## config.mk

```make
export PLATFORM = sky130hd
export DESIGN_NAME = priority_ready_queue_with_sleep_timer
export DESIGN_NICKNAME = d
export VERILOG_FILES = /design/src/prq_pkg.sv /design/src/prq_queue.sv /design/src/priority_ready_queue_with_sleep_timer.sv
export VERILOG_INCLUDE_DIRS = /design/src /design/src/src
export SDC_FILE = /design/constraint.sdc
export NUM_CORES = 2
export LEC_CHECK = 0
export ABC_AREA = 0
export BUFFER_PORTS_ARGS = -buffer_cell sky130_fd_sc_hd__buf_4
export CAP_MARGIN = 0
export CORE_MARGIN = 1.5
export CORE_UTILIZATION = 60
export CTS_CLUSTER_SIZE = 8
export DETAILED_ROUTE_END_ITERATION = 6
export PLACE_DENSITY = 0.84
export REMOVE_ABC_BUFFERS = 1
export SYNTH_ARGS = -nofsm -noshare
export SYNTH_HDL_FRONTEND = slang
export SYNTH_SLANG_ARGS = --single-unit
```

## constraint.sdc

```tcl
create_clock -name clk -period 13.1 [get_ports clk]
set_input_delay 2.62 -clock clk [delete_from_list [all_inputs] [get_ports clk]]
set_output_delay 2.62 -clock clk [all_outputs]
set_load 0.005 [all_outputs]
```

## src/assert_macros.svh

```systemverilog
// Assertion macros used by the top level RTL file of the scheduler.
// Depends on nothing; bodies are empty when SYNTHESIS is defined.
`ifndef ASSERT_MACROS_SVH
`define ASSERT_MACROS_SVH
`ifndef SYNTHESIS
`define ASSERT_IMPLY(lbl, clk, rst_n, prop) \
	lbl: assert property (@(posedge clk) disable iff (!rst_n) prop) \
	else $error("assertion failed");
`define ASSERT_NEVER(lbl, clk, rst_n, cond) \
	lbl: assert property (@(posedge clk) disable iff (!rst_n) !(cond)) \
	else $error("forbidden condition");
`else
`define ASSERT_IMPLY(lbl, clk, rst_n, prop)
`define ASSERT_NEVER(lbl, clk, rst_n, cond)
`endif
`endif

```

## src/prq_pkg.sv

```systemverilog
// Package of the priority ready queue scheduler: codes, widths, state type.
// Used by prq_queue and the top level; depends on nothing.
`default_nettype none
package prq_pkg;
	localparam int MAX_THREADS  = 16;
	localparam int MAX_PRIORITY = 63;
	localparam int TICK_BITS    = 32;
	localparam int ID_W         = 4;
	localparam int PRIO_W       = 6;
	localparam int SLICE_W      = 8;

	localparam logic [2:0] REQ_CREATE = 3'd0;
	localparam logic [2:0] REQ_YIELD  = 3'd1;
	localparam logic [2:0] REQ_BLOCK  = 3'd2;
	localparam logic [2:0] REQ_SLEEP  = 3'd3;
	localparam logic [2:0] REQ_TICK   = 3'd4;
	localparam logic [2:0] REQ_SETPRI = 3'd5;

	typedef enum logic [1:0] {
		STAT_OK       = 2'd0,
		STAT_FULL     = 2'd1,
		STAT_IDLE_ERR = 2'd2
	} status_t;

	typedef enum logic [3:0] {
		ST_IDLE, ST_EXEC, ST_RSCAN, ST_CCHK, ST_YIELD,
		ST_SSCAN, ST_WAKE, ST_TPOST, ST_DONE
	} state_t;

	typedef struct packed {
		logic scan_clr;
		logic scan_adv;
		logic insert;
		logic pop;
	} qcmd_t;

	typedef struct packed {
		logic scan_more;
		logic empty;
		logic full;
	} qstat_t;
endpackage
`default_nettype wire

```

## src/prq_queue.sv

```systemverilog
// Sorted queue of register cells with one shared key comparator. Uses prq_pkg.
// A scan walks one position a cycle; insert shifts cells above it, pop shifts all.
`default_nettype none
module prq_queue #(
	parameter int DEPTH  = prq_pkg::MAX_THREADS,
	parameter int KEY_W  = prq_pkg::TICK_BITS,
	parameter int DATA_W = prq_pkg::ID_W
) (
	input  wire                        clk,
	input  wire                        arst_n,
	input  wire prq_pkg::qcmd_t        cmd,
	input  wire [KEY_W-1:0]            key_in,
	input  wire [DATA_W-1:0]           data_in,
	output prq_pkg::qstat_t            stat,
	output logic [$clog2(DEPTH+1)-1:0] count,
	output logic [KEY_W-1:0]           front_key,
	output logic [DATA_W-1:0]          front_data
);
	localparam int CW = $clog2(DEPTH + 1);
	localparam int IW = $clog2(DEPTH);

	logic [KEY_W-1:0]  keys_q [DEPTH];
	logic [DATA_W-1:0] data_q [DEPTH];
	logic [CW-1:0]     count_q;
	logic [CW-1:0]     pos_q;
	logic [KEY_W-1:0]  pos_key;

	assign pos_key        = keys_q[pos_q[IW-1:0]];
	// keep walking past entries whose key does not exceed the new key
	assign stat.scan_more = (pos_q < count_q) && (pos_key <= key_in);
	assign stat.empty     = (count_q == '0);
	assign stat.full      = (count_q == CW'(DEPTH));
	assign count          = count_q;
	assign front_key      = keys_q[0];
	assign front_data     = data_q[0];

	always_ff @(posedge clk or negedge arst_n) begin
		if (!arst_n) begin
			count_q <= '0;
			pos_q   <= '0;
		end else begin
			if (cmd.scan_clr)
				pos_q <= '0;
			else if (cmd.scan_adv)
				pos_q <= pos_q + CW'(1);
			if (cmd.insert && !cmd.pop)
				count_q <= count_q + CW'(1);
			else if (cmd.pop && !cmd.insert)
				count_q <= count_q - CW'(1);
		end
	end

	always_ff @(posedge clk) begin
		for (int i = 0; i < DEPTH; i++) begin
			if (cmd.insert) begin
				if (CW'(i) > pos_q && i > 0) begin
					keys_q[i] <= keys_q[(i > 0) ? i - 1 : 0];
					data_q[i] <= data_q[(i > 0) ? i - 1 : 0];
				end else if (CW'(i) == pos_q) begin
					keys_q[i] <= key_in;
					data_q[i] <= data_in;
				end
			end else if (cmd.pop && i < DEPTH - 1) begin
				keys_q[i] <= keys_q[(i < DEPTH - 1) ? i + 1 : i];
				data_q[i] <= data_q[(i < DEPTH - 1) ? i + 1 : i];
			end
		end
	end
endmodule
`default_nettype wire

```

## src/priority_ready_queue_with_sleep_timer.sv

```systemverilog
// Fixed-priority preemptive scheduler with sleep timer; one request per start.
// Block and non-preempting set priority: EXEC, DONE; yield with nothing better: EXEC, YIELD, DONE;
// an insert scans the queue one entry a cycle; a tick inserts each woken sleeper that way.
// busy stays high until done; the next start is taken the cycle after done.
// Reset (arst_n low, asynchronous): idle, queues empty, slice limit 4. Results cannot stall.
`default_nettype none
`include "assert_macros.svh"
module priority_ready_queue_with_sleep_timer #(
	parameter int MAX_THREADS = prq_pkg::MAX_THREADS
) (
	input  wire                          clk,
	input  wire                          arst_n,
	input  wire                          slice_limit_we,
	input  wire [prq_pkg::SLICE_W-1:0]   slice_limit,
	input  wire                          start,
	output logic                         busy,
	input  wire [2:0]                    req_type,
	input  wire [prq_pkg::ID_W-1:0]      thread_id,
	input  wire [prq_pkg::PRIO_W-1:0]    priority_req,
	input  wire [31:0]                   tick_value,
	output logic                         done,
	output logic [prq_pkg::ID_W-1:0]     running_id,
	output logic                         running_idle,
	output logic                         switched,
	output logic [1:0]                   status
);
	localparam int CW = $clog2(MAX_THREADS + 1);
	localparam int TW = prq_pkg::TICK_BITS;
	localparam int PW = prq_pkg::PRIO_W;
	localparam int IDW = prq_pkg::ID_W;
	localparam int SW = prq_pkg::SLICE_W;

	prq_pkg::state_t  state_q, state_d, cont_q, cont_d;
	prq_pkg::status_t status_q, status_d;
	logic [2:0]       req_q, req_d;
	logic [IDW-1:0]   id_q, id_d, ins_id_q, ins_id_d, cur_id_q, cur_id_d;
	logic [PW-1:0]    prio_q, prio_d, ins_prio_q, ins_prio_d, cur_prio_q, cur_prio_d;
	logic [TW-1:0]    tick_q, tick_d, early_q, early_d;
	logic             idle_q, idle_d, sw_q, sw_d;
	logic [SW-1:0]    slice_q, slice_d, slice_inc, ts_q;

	prq_pkg::qcmd_t  rcmd, scmd;
	prq_pkg::qstat_t rstat, sstat;
	logic [CW-1:0]   rcount, scount;
	logic [PW-1:0]   rfront_key, rfront_prio;
	logic [IDW-1:0]  rfront_id;
	logic [TW-1:0]   sfront_tick;
	logic [PW+IDW-1:0] sfront_data;

	prq_queue #(.DEPTH(MAX_THREADS), .KEY_W(PW), .DATA_W(IDW)) u_ready (
		.clk(clk), .arst_n(arst_n), .cmd(rcmd), .key_in(~ins_prio_q),
		.data_in(ins_id_q), .stat(rstat), .count(rcount),
		.front_key(rfront_key), .front_data(rfront_id)
	);

	prq_queue #(.DEPTH(MAX_THREADS), .KEY_W(TW), .DATA_W(PW + IDW)) u_sleep (
		.clk(clk), .arst_n(arst_n), .cmd(scmd), .key_in(tick_q),
		.data_in({cur_prio_q, cur_id_q}), .stat(sstat), .count(scount),
		.front_key(sfront_tick), .front_data(sfront_data)
	);

	// ready keys are stored inverted so both queues sort ascending
	assign rfront_prio = ~rfront_key;
	assign slice_inc   = (slice_q == '1) ? slice_q : slice_q + SW'(1);

	assign busy         = (state_q != prq_pkg::ST_IDLE);
	assign done         = (state_q == prq_pkg::ST_DONE);
	assign running_id   = idle_q ? '0 : cur_id_q;
	assign running_idle = idle_q;
	assign switched     = sw_q;
	assign status       = status_q;

	always_ff @(posedge clk or negedge arst_n) begin
		if (!arst_n) begin
			state_q    <= prq_pkg::ST_IDLE;
			cont_q     <= prq_pkg::ST_DONE;
			status_q   <= prq_pkg::STAT_OK;
			cur_id_q   <= '0;
			cur_prio_q <= '0;
			idle_q     <= 1'b1;
			slice_q    <= '0;
			early_q    <= '1;
			sw_q       <= 1'b0;
			ts_q       <= SW'(4);
		end else begin
			state_q    <= state_d;
			cont_q     <= cont_d;
			status_q   <= status_d;
			cur_id_q   <= cur_id_d;
			cur_prio_q <= cur_prio_d;
			idle_q     <= idle_d;
			slice_q    <= slice_d;
			early_q    <= early_d;
			sw_q       <= sw_d;
			if (slice_limit_we)
				ts_q <= slice_limit;
		end
	end

	always_ff @(posedge clk) begin
		req_q      <= req_d;
		id_q       <= id_d;
		prio_q     <= prio_d;
		tick_q     <= tick_d;
		ins_id_q   <= ins_id_d;
		ins_prio_q <= ins_prio_d;
	end

	always_comb begin
		state_d    = state_q;
		cont_d     = cont_q;
		status_d   = status_q;
		req_d      = req_q;
		id_d       = id_q;
		prio_d     = prio_q;
		tick_d     = tick_q;
		ins_id_d   = ins_id_q;
		ins_prio_d = ins_prio_q;
		cur_id_d   = cur_id_q;
		cur_prio_d = cur_prio_q;
		idle_d     = idle_q;
		slice_d    = slice_q;
		early_d    = early_q;
		sw_d       = sw_q;
		rcmd       = '0;
		scmd       = '0;
		case (state_q)
			prq_pkg::ST_IDLE: begin
				if (start) begin
					req_d    = req_type;
					id_d     = thread_id;
					prio_d   = (int'(priority_req) > prq_pkg::MAX_PRIORITY) ?
					           PW'(prq_pkg::MAX_PRIORITY) : priority_req;
					tick_d   = tick_value[TW-1:0];
					sw_d     = 1'b0;
					status_d = prq_pkg::STAT_OK;
					state_d  = prq_pkg::ST_EXEC;
				end
			end
			prq_pkg::ST_EXEC: begin
				state_d = prq_pkg::ST_DONE;
				case (req_q)
					prq_pkg::REQ_CREATE: begin
						if (rstat.full) begin
							status_d = prq_pkg::STAT_FULL;
						end else begin
							ins_id_d      = id_q;
							ins_prio_d    = prio_q;
							rcmd.scan_clr = 1'b1;
							cont_d        = prq_pkg::ST_CCHK;
							state_d       = prq_pkg::ST_RSCAN;
						end
					end
					prq_pkg::REQ_YIELD: state_d = prq_pkg::ST_YIELD;
					prq_pkg::REQ_BLOCK: begin
						if (idle_q) begin
							status_d = prq_pkg::STAT_IDLE_ERR;
						end else begin
							if (rstat.empty) begin
								idle_d = 1'b1; cur_id_d = '0; cur_prio_d = '0;
							end else begin
								idle_d = 1'b0; cur_id_d = rfront_id;
								cur_prio_d = rfront_prio; rcmd.pop = 1'b1;
							end
							slice_d = '0;
							sw_d    = 1'b1;
						end
					end
					prq_pkg::REQ_SLEEP: begin
						if (idle_q) begin
							status_d = prq_pkg::STAT_IDLE_ERR;
						end else if (sstat.full) begin
							status_d = prq_pkg::STAT_FULL;
						end else begin
							scmd.scan_clr = 1'b1;
							state_d       = prq_pkg::ST_SSCAN;
						end
					end
					prq_pkg::REQ_TICK: begin
						state_d = (tick_q < early_q) ? prq_pkg::ST_TPOST : prq_pkg::ST_WAKE;
					end
					prq_pkg::REQ_SETPRI: begin
						if (!idle_q) begin
							cur_prio_d = prio_q;
							if (!rstat.empty && prio_q < rfront_prio)
								state_d = prq_pkg::ST_YIELD;
						end
					end
					default: state_d = prq_pkg::ST_DONE;
				endcase
			end
			prq_pkg::ST_RSCAN: begin
				if (rstat.scan_more) begin
					rcmd.scan_adv = 1'b1;
				end else begin
					rcmd.insert = 1'b1;
					state_d     = cont_q;
				end
			end
			prq_pkg::ST_CCHK: begin
				state_d = (idle_q || cur_prio_q < rfront_prio) ?
				          prq_pkg::ST_YIELD : prq_pkg::ST_DONE;
			end
			prq_pkg::ST_YIELD: begin
				state_d = prq_pkg::ST_DONE;
				slice_d = '0;
				if (idle_q) begin
					if (!rstat.empty) begin
						idle_d = 1'b0; cur_id_d = rfront_id;
						cur_prio_d = rfront_prio; rcmd.pop = 1'b1;
						sw_d = 1'b1;
					end
				end else if (!rstat.empty && rfront_prio >= cur_prio_q) begin
					// requeue the old thread behind its equals
					ins_id_d      = cur_id_q;
					ins_prio_d    = cur_prio_q;
					cur_id_d      = rfront_id;
					cur_prio_d    = rfront_prio;
					rcmd.pop      = 1'b1;
					rcmd.scan_clr = 1'b1;
					sw_d          = 1'b1;
					cont_d        = prq_pkg::ST_DONE;
					state_d       = prq_pkg::ST_RSCAN;
				end
			end
			prq_pkg::ST_SSCAN: begin
				if (sstat.scan_more) begin
					scmd.scan_adv = 1'b1;
				end else begin
					scmd.insert = 1'b1;
					if (tick_q < early_q)
						early_d = tick_q;
					if (rstat.empty) begin
						idle_d = 1'b1; cur_id_d = '0; cur_prio_d = '0;
					end else begin
						idle_d = 1'b0; cur_id_d = rfront_id;
						cur_prio_d = rfront_prio; rcmd.pop = 1'b1;
					end
					slice_d = '0;
					sw_d    = 1'b1;
					state_d = prq_pkg::ST_DONE;
				end
			end
			prq_pkg::ST_WAKE: begin
				if (!sstat.empty && sfront_tick <= tick_q) begin
					if (rstat.full) begin
						status_d = prq_pkg::STAT_FULL;
						early_d  = sfront_tick;
						state_d  = prq_pkg::ST_TPOST;
					end else begin
						ins_id_d      = sfront_data[IDW-1:0];
						ins_prio_d    = sfront_data[PW+IDW-1:IDW];
						scmd.pop      = 1'b1;
						rcmd.scan_clr = 1'b1;
						cont_d        = prq_pkg::ST_WAKE;
						state_d       = prq_pkg::ST_RSCAN;
					end
				end else begin
					early_d = sstat.empty ? '1 : sfront_tick;
					state_d = prq_pkg::ST_TPOST;
				end
			end
			prq_pkg::ST_TPOST: begin
				if (idle_q && !rstat.empty) begin
					state_d = prq_pkg::ST_YIELD;
				end else begin
					slice_d = slice_inc;
					state_d = (slice_inc >= ts_q) ? prq_pkg::ST_YIELD : prq_pkg::ST_DONE;
				end
			end
			prq_pkg::ST_DONE: state_d = prq_pkg::ST_IDLE;
			default: state_d = prq_pkg::ST_IDLE;
		endcase
	end

	`ASSERT_IMPLY(a_done_to_idle, clk, arst_n, done |=> !busy)
	`ASSERT_IMPLY(a_start_busy, clk, arst_n, (start && !busy) |=> busy)
	`ASSERT_NEVER(a_rcount_ovf, clk, arst_n, rcount > CW'(MAX_THREADS))
	`ASSERT_NEVER(a_scount_ovf, clk, arst_n, scount > CW'(MAX_THREADS))
	`ASSERT_NEVER(a_bad_status, clk, arst_n, done && status == 2'd3)
endmodule
`default_nettype wire
```

After elaboration in Yosys (flattened, before gate mapping):

Memories as Yosys holds them, arrays and structs flattened.
Index checks and enable logic that the tools add are counted.

* output and inout bits: 10
* memories: 4
* RAM bits: 832
* register bits after elaboration: 145

* multiplexer cells: 464
* add/subtract/negate cells: 7
* magnitude comparators: 40
* bitwise gates (word level): 122
* reduce and logical (&&, ||, !) cells: 44
* equal/unequal tests: 68

Memories
* u_sleep.keys_q: words 16, bits a word 32, rd ports 17, clocked after Yosys merged registers in 0, wr ports 16, line prq_queue.sv:22 `logic [KEY_W-1:0] keys_q [DEPTH];`
* u_sleep.data_q: words 16, bits a word 10, rd ports 16, clocked after Yosys merged registers in 0, wr ports 16, line prq_queue.sv:23 `logic [DATA_W-1:0] data_q [DEPTH];`
* u_ready.keys_q: words 16, bits a word 6, rd ports 17, clocked after Yosys merged registers in 0, wr ports 16, line prq_queue.sv:22
* u_ready.data_q: words 16, bits a word 4, rd ports 16, clocked after Yosys merged registers in 0, wr ports 16, line prq_queue.sv:23

Operator list (count)
* 32-bit 2-to-1 mux: 35
* 10-bit 2-to-1 mux: 30
* 6-bit 2-to-1 mux: 43
* 4-bit 2-to-1 mux: 64
* 1-bit 2-to-1 mux: 254
* 1-bit OR: 120
* 4-bit by 5-bit equality test with 1-bit output (first input constant): 16
* 4-bit by 5-bit greater-than comparator with 1-bit output (first input constant): 16
* 32-bit <= comparator: 2
* 32-bit case mux with 2 select lines: 1
* 3-bit by 5-bit equality test with 1-bit output (first input constant): 8
* 3-bit by 5-bit greater-than comparator with 1-bit output (first input constant): 8
* 5-bit 2-to-1 mux: 8
* 8-bit 2-to-1 mux: 5
* 4-bit case mux with 3 select lines: 3
* 6-bit case mux with 3 select lines: 2
* 32-bit less-than comparator: 1
* 4-bit case mux with 8 select lines: 1
* 8-bit case mux with 4 select lines: 1
* 2-bit != test (second input constant): 11
* 7-bit AND reduction: 3
* 5-bit by 1-bit adder with 5-bit output (second input constant): 4
* 2-bit by 5-bit equality test with 1-bit output (first input constant): 4
* 2-bit by 5-bit greater-than comparator with 1-bit output (first input constant): 4
* 45 further kinds: 101

Depth between registers and ports, before layout:

An unclocked memory read counts as a cell.

* depth after elaboration: 11
* mapped depth: 25
* depth with buffers taken out: 21

By module:

A second synthesis with hierarchy kept.

* cell total of the unflattened synthesis: 5216
* area, all modules: 57027.2 sq um

Modules (own cells, without submodules)
* prq_queue at u_sleep: cells an instance 3459, area an instance 39102.5 sq um, instances 1, seq. area each 20429.6 sq um
* prq_queue at u_ready: cells an instance 930, area an instance 10043.4 sq um, instances 1, seq. area each 5054.8 sq um
* priority_ready_queue_with_sleep_timer: cells an instance 827, area an instance 7881.3 sq um, instances 1, seq. area each 3447.1 sq um

Worst setup path after synthesis:

Ideal clock, no wire load.

* path kind: register to register
* start point: register u_sleep.pos_q[1]
* end point: memory u_sleep.data_q[1][0] (netlist bit), enable pin
* cell stages (with the launch flop): 16
* required time: 12.596 ns
* slack: 5.107 ns
* data arrival time: 7.489 ns
* library setup time: 0.504 ns
* period minus slack after synthesis: 7.993 ns
* cell sequence: dfrtp_1 > clkbuf_1 > clkbuf_1 > buf_1 > mux4_2 > mux4_2 > ha_1 > nor2b_1 > o21a_1 > o21ai_2 > a2111oi_4 > o21ai_4 > nand2_1 > clkbuf_1 > nand2_1 > o31ai_1

RTL lines
* from (decl): line prq_queue.sv:25 `logic [CW-1:0] pos_q;`
* from (signal assigned): line prq_queue.sv:45 `pos_q <= pos_q + CW'(1);`
* to (decl): line prq_queue.sv:23

==> run_results.csv <==
group,metric,value,unit
sta,period_needed,9400,ps
floorplan,die_x,313,um
outcome,status,"finished with violations",
global_route,grt_pass1_wl,276,mm
yosys,synth-seq-cells,977,
route,vias_per_cell,7.41,
cts,cts_resized,0,
floorplan,die_h,313,um
finish,syn_to_final_growth,8.61,%
route,wl_per_cell,28.6,um
worst_setup_path,path_class,"register to register",
hold_path,hold_path_class,"register to register",
floorplan,dieArea,98100,um^2
finish,fin_cells,6402,
cts,clock_latency,770,ps
floorplan,ios,67,
sta,finalSetupViolCount,0,
floorplan,initial_core_util,60.7,%
worst_setup_path,cp.required,13520,ps
cts,cts_tree,"built",
yosys,syn_inst,5251,
sta,drv_slew,0,
power,power.density,193,nW/um^2
placement,place_area,58600,um^2
floorplan,core,95200,um^2
placement,place_hpwl,106,mm
sta,worst_pin_slew,1400,ps
finish,drive_gt1_share,12.3,%
cts,cts_buffer_depth,3,
yosys,avgSynthCellArea,11.0,um^2
cts,htree_levels,4,
sta,rsz0062_at_grt,"no",
route,drt_iter0_drc,9067,
yosys,synth-seq-area-share,50.1,%
power,worst_ir_drop_vdd,0.000169,V
global_route,antenna_found_initial,6,
global_route,overflow,0,
cts,cts.sinks,977,
sta,hold_slack,463,ps
worst_setup_path,critPathCaptureType,"register",
sta,timing.final.crit_share,71.8,%
route,drc,7,
yosys,synth.distinct_cells,85,
route,final_antenna_net_count,0,
yosys,synth_edf_count,887,
yosys,async_reset_ff_share,9.21,%
sta,hold_viol,0,
yosys,synth_ff_type,"edfxtp_1",
yosys,yosysWarnings,0,
placement,place.gp.congestion,0.921,
route,via_count,47400,
cts,cts_setup_buffers,0,
finish,stdcell_area,62700,um^2
worst_setup_path,critPathMaxFanout,226,
cts,root_buffer,"clkbuf_16",
worst_setup_path,r2r_slack,3700,ps
flow_run,maxCapViolations,0,
cts,cts_made_buffers,140,
global_route,grt_pass1_vias,45500,
worst_setup_path,worstPathArrival,9820,ps
placement,dp_cells,6168,
yosys,synth.cell_area,57700,um^2
sta,fin_worst_skew,42.4,ps
route,drt-total-wl,183,mm
finish,finalNetCount,5249,
placement,io_buffers,66,
power,p_leak,22.2,nW
cts,postCtsHoldBufs,0,
global_route,grt_use_total,36.9,%
sta,max_freq,0.106,GHz
worst_setup_path,critPathLaunchType,"register",
sta,fin_tns_setup,0,ps
cts,clk_pin_slew,50,ps
floorplan,row_count,113,
global_route,grt_max_degree,262,
route,dr.pass1.iters,7,
sta,slew-limit-headroom,5.70,%
outcome,violations,"design-rule violations",
cell type report:
class,instances,area [um^2]
well taps,1265,1580
clock inverters,12,179
flip-flops and latches,977,28900
repair buffers,137,1100
fillers,6626,32500
diodes,7,17.5
inverters,469,1760
multi-input cells,3320,25300
clock buffers,215,3850
cells in the mapped netlist (6+ instances only):
master	number	area, um^2
xnor2_1	13	114
buf_6	8	90.1
and2_1	22	138
a21boi_1	22	165
xor2_1	7	61.3
o31a_1	43	377
mux2_1	8	90.1
o211ai_1	105	788
nor4_1	8	50.1
buf_2	31	155
nor3b_1	88	661
and3_1	51	319
nand4_1	23	144
o21ai_0	98	490
o311ai_0	250	2190
o21ai_1	123	616
a311o_1	11	110
buf_4	24	180
mux4_2	190	4280
a211oi_1	8	60.1
nand2b_1	56	350
a21o_1	81	608
a21boi_0	22	165
dfstp_2	35	920
nand2_1	661	2480
dfrtp_1	55	1380
o311ai_1	45	394
buf_1	38	143
ha_1	145	1810
nor2b_1	18	113
or2_2	7	43.8
mux2i_1	254	2540
a21oi_1	124	621
clkbuf_1	384	1440
mux2_2	41	462
o22ai_1	35	219
a221o_1	84	841
o21a_1	6	45.0
edfxtp_1	887	26600
inv_1	468	1760
nand3_1	428	2140
nor2_1	123	462
and4_1	10	87.6
nor3_1	34	170
metrics by stage:
stage                     worst slack [ps]  total power, mW  util [%]
final                                 3700             12.1      65.9
after global routing                  3430             12.5      65.9
after CTS                             4020             11.9      65.9
after detailed placement              4060             8.49      61.6
after global placement                4230             8.33      61.6
after floorplan                     -22060             7.32         -
cells by family after synthesis:
group,count (synthesis),synth area share [%]
multiplexers,493,12.8
AO/OA/AOI/OAI,1109,14.3
AND/OR/NAND/NOR,1551,12.8
buffers and inverters,954,6.53
flip-flops,977,50.1
adder cells (fa/ha/maj),147,3.21
XOR/XNOR,20,0.303
routing by layer:
metal / share of wire, % / track usage [%]
met4: 6.2 / 20.0
met1: 34 / 49.4
met5: 0.019 / 0
met3: 17 / 12.5
met2: 43 / 53.0
cell usage in the layout, fill, tap and decap left out, types with 118 or more instances in the layout:
cell / synthesis / final
nor2_1: 123 / 118
edfxtp_1: 887 / 887
mux2i_1: 254 / 254
mux4_2: 190 / 190
ha_1: 145 / 140
o21ai_1: 123 / 124
buf_4: 24 / 131
nand2_1: 661 / 659
inv_1: 468 / 468
clkbuf_16: 0 / 143
o311ai_0: 250 / 250
a21oi_1: 124 / 122
nand3_1: 428 / 428
critical path: stages, from the launching register on:
cell and delay, ps:
dfrtp_4 890, buf_12 670, mux4_2 620, mux4_2 500
ha_1 290, nand4_1 340, a21oi_1 180, o31ai_1 640
and3_1 820, nand2_4 630, nand2_1 440, ha_4 680
buf_12 600, buf_4 580, nor2_1 330, nand3_1 160
o311ai_0 180
flip-flops by register name (all words and copies together), names as in the netlist, 6 cells and up:
name and count:
u_ready.data_q 64, u_ready.keys_q 96, ts_q 8, u_sleep.keys_q 512, prio_q 6, ins_prio_q 6
tick_q 32, slice_q 8, early_q 32, u_sleep.data_q 160, cur_prio_q 6
path summary, 6_finish.rpt:
| kind | start | end | cells past startpoint |
|---|---|---|---|
| setup / recovery | u_sleep.pos_q[1] | u_sleep.keys_q[3][20] | 16 |
| setup reg to reg | u_sleep.pos_q[1] | u_sleep.keys_q[3][20] | 16 |
| hold reg to reg | cont_q[3] | cont_q[3] | 2 |
| hold / removal | cont_q[3] | cont_q[3] | 2 |
| max in group asynchronous | arst_n | u_sleep.pos_q[0] | 2 |
| min in group asynchronous | arst_n | early_q[0] | 1 |
power breakdown:
group / internal (mW) / total [mW] / switching (mW) / leakage, nW
registers: 4.24 / 4.78 / 0.537 / 9.09
logic: 1.36 / 3.87 / 2.51 / 11.2
clock network: 2.01 / 3.45 / 1.43 / 1.93
total: 7.62 / 12.1 / 4.48 / 22.2
(Power assumes the default switching activity.)
